**config.mk**
```make
export PLATFORM = sky130hd
export DESIGN_NAME = sab_ram
export DESIGN_NICKNAME = d
export VERILOG_FILES = /design/src/sv/sab_ram.sv
export SDC_FILE = /design/constraint.sdc
export NUM_CORES = 1
export LEC_CHECK = 0
export BUFFER_PORTS_ARGS = -buffer_cell sky130_fd_sc_hd__buf_4
export CORE_ASPECT_RATIO = 1.5
export CORE_UTILIZATION = 35
export CTS_CLUSTER_DIAMETER = 80
export DETAILED_ROUTE_END_ITERATION = 10
export SYNTH_ARGS = -nofsm -noshare
export SYNTH_HDL_FRONTEND = slang
export SYNTH_SLANG_ARGS = --single-unit
```
**constraint.sdc**
```tcl
create_clock -name clock -period 4.7 [get_ports clock]
set_input_delay 0.94 -clock clock [delete_from_list [all_inputs] [get_ports clock]]
set_output_delay 0.94 -clock clock [all_outputs]
set_load 0.01 [all_outputs]
```
**src/sv/sab_ram.sv**
```systemverilog
`timescale 1ns / 1ps
// Simple dual-port RAM, one write and one registered read per cycle.
// No dependencies.
module sab_ram #(
   parameter int WIDTH = 8,
   parameter int DEPTH = 16
) (
   input  logic                     clock,
   input  logic                     wr_en,
   input  logic [$clog2(DEPTH)-1:0] wr_addr,
   input  logic [WIDTH-1:0]         wr_data,
   input  logic [$clog2(DEPTH)-1:0] rd_addr,
   output logic [WIDTH-1:0]         rd_data
);
   logic [WIDTH-1:0] mem [DEPTH];

   always_ff @(posedge clock) begin
      if (wr_en) begin
         mem[wr_addr] <= wr_data;
      end
      rd_data <= mem[rd_addr];
   end
endmodule

```
==> key figures <==
Run status
  – Status: complete, no violations

Synthesis
  – Asr flop ratio synth: 0%
  – Synthesized net count: between 200 and 250
  – Post-synthesis cell type count: 19
  – Synth top area share: between 70% and 80%
  – Synth top area cells: edfxtp_1 75%, mux4_2 7.9%, mux4_1 7.1%
  – Cell taking the most area after synthesis: edfxtp_1
  – Main flop type after synthesis: edfxtp_1
  – Syn Area/Cell: 22.48 sq um
  – Count leader, synth: edfxtp_1
  – Sequential element share of the synthesized area: a little under 80%
  – Synthesized area: between 0.005 and 0.006 sq mm
  – Number of synthesized flops with an enable pin: roughly 130
  – Synthesized instance count: 229
  – Post-synth top cells: 128 x edfxtp_1, 18 x mux4_2, 16 x a22oi_1
  – Synth warn: 0
  – #FFs+latches synth: approximately 140

Power and ir drop
  – Sequential power share: a little under half
  – Sw frac: 19.55%
  – Clk pwr share: between 40% and 50%
  – Comb power frac: around 4.6%
  – Int Power: approximately 2.3 mW
  – Power, Total: 2.848 mW
  – Leak pwr: around 2 nW
  – Worst VDD drop: approximately 230 uV
  – PD cells: 465.7 mW/mm^2
  – Psw: approximately 0.56 mW

Timing
  – Peak Freq: just over 0.4 GHz
  – Slew Limit Fails: 0
  – Total Neg Setup Slack: 0 ns
  – Part of the cycle the worst path needs: about half
  – Final worst path period need: ~2.4 ns
  – Clk_skew: about 0.0064 ns
  – Hold Vio Cnt, Final: 0
  – Unrepaired setup endpoints after global routing: false
  – Setup violations, final: 0
  – Max transition margin: roughly 25%
  – Slew at the pin with the worst max-slew slack: between 1 and 1.5 ns

Setup path
  – Critical-path cell list: buf_4 -> or3b_2 -> nor3_1
  – Worst Setup End Kind: flop
  – Crit-path slowest cell: nor3_1
  – Critical Path RT: ~4.7 ns
  – Crit path launch type: input pin
  – Worst path max stage delay: a little under 0.9 ns
  – CP arrival: about 2.4 ns
  – CP max FO: 8
  – WP buf/inv: 1
  – Critical path class: in -> reg
  – Cell family with the largest share of critical-path delay: simple AND/OR/NAND/NOR gates

GRT
  – First-pass GRT wire length: about 15000 um
  – Grt ovf: 0
  – Largest net degree at the start of global routing: 33
  – Initial antenna violation count: 0
  – Vias in the first global route: roughly 2500
  – GRT Util Overall: between 10% and 20%

Finish
  – Fillers: around 1300
  – # diodes: 0
  – Layout cell share with drive strength beyond 1: between 20% and 30%
  – Syn-to-layout area delta: 18.81%
  – Final core occ: a little over two fifths
  – Nets: 283

Clock tree
  – Clock transition at path regs: ~0.050 ns
  – Clock Latency Late Sink: about 0.41 ns
  – Resize count post-CTS: 0
  – CTS H-tree lvls: 4
  – Root Buffer: clkbuf_16
  – Post-CTS Setup Inserts: 0
  – CTS Buf Count: 17
  – Clk sink count: 136
  – Cts-stage hold buffer count: 0
  – Clk buf depth: 2
  – CTS tree: built

Floorplan
  – Die H: 150.5 um
  – Row count: between 50 and 60
  – Die X: between 100 and 150 um
  – Initial Util: a little over a third
  – Core Region: approximately 0.014 sq mm
  – Die area: 0.01521 sq mm
  – Top Ports: 26

Drt
  – Via density per instance: ~5.0
  – Initial drt markers: 120
  – ANT nets after route: 0
  – DRC: 0
  – Detailed Routing Iterations Pass 1: 5
  – DR WL/cell: ~21 um
  – Routed WL: slightly below 10000 um
  – DR vias: 2353

Placement
  – Buffers on Ports: 25
  – Final Wtd Congestion: 0.7679
  – Detailed Place HPWL: just over 6000 um

Worst hold path
  – Worst min path class: reg -> reg

Flow run
  – Max Cap Viol: 0
stage by stage:
stage / setup slack [ns] / instances / cell area, sq um / hold slack (ns)
floorplan: 2.267 / 229 / 5147 / 0.6293
global placement: 1.940 / 438 / 5509 / 0.6478
detailed placement: 1.876 / 438 / 5509 / 0.6622
CTS: 2.300 / 469 / 6116 / 0.6759
global route: 2.236 / 469 / 6116 / 0.6966
finish: 2.289 / 469 / 6116 / 0.6719
worst reg2reg max path: stages (launching register included):
cell and delay, ns:
edfxtp_1 0.35, mux4_2 0.47, a22oi_1 0.35, nand2_1 0.09
layout make-up:
type | count | area [sq um] | area share (%)
sequential | 136 | 4004 | 65.47
tap | 192 | 240.2 | 3.928
timing repair buffer | 27 | 202.7 | 3.314
clock buffer | 17 | 425.4 | 6.956
clock inverter | 14 | 181.4 | 2.966
multi-input combinational | 83 | 1062 | 17.37
layout by cell type, fill, tap and decap left out, types with 2 or more instances in the layout:
cell type   Yosys  routed
edfxtp_1      128     128
buf_4           1      27
mux4_2         18      18
clkbuf_16       0      17
a22oi_1        16      16
mux4_1         14      14
nor2_1         13      13
nand2_1         9       9
dfxtp_1         8       8
bufinv_16       0       4
nor3_1          4       3
clkinv_1        0       3
clkinvlp_4      0       3
nand3b_1        2       2
nand2b_1        2       2
clkinv_2        0       2
state kept, by name, indices dropped and copies added, names as in the netlist:
signal	count
mem	128
rd_data	8
cell families after synthesis:
family | share of synthesized area [%]
AND/OR/NAND/NOR | 3.184
multiplexers | 15.02
buffers and inverters | 1.677
AO/OA/AOI/OAI | 2.334
flip-flops | 77.78
path summary, 6_finish.rpt:
check	slack, ns	cells past startpoint	to	from
setup / recovery	2.29	3	mem[0][5]	wr_addr[2]
hold / removal	0.67	3	rd_data[4]	mem[8][4]
setup reg to reg	3.32	3	rd_data[4]	mem[3][4]
hold reg to reg	0.67	3	rd_data[4]	mem[8][4]
power by group through the flow:
| stage | logic [mW] | clock network, mW | registers [mW] |
|---|---|---|---|
| 6_report | 0.130 | 1.36 | 1.36 |
| 5_1_grt | 0.141 | 1.43 | 1.37 |
| 4_1_cts | 0.133 | 1.38 | 1.36 |
| 3_5_place_dp | 0.133 | 0 | 1.39 |
| 3_3_place_gp | 0.130 | 0 | 1.39 |
| 2_1_floorplan | 0.0688 | 0 | 1.39 |
routing by layer:
layer	global-route usage, %	routed length (um)	vias up
met5	0	0	-
met4	6.522	107	0
met3	3.064	524	7
met2	24.69	5345	74
met1	17.46	3840	1229
li1	-	-	1043
Power figures use the tool's default switching activity.
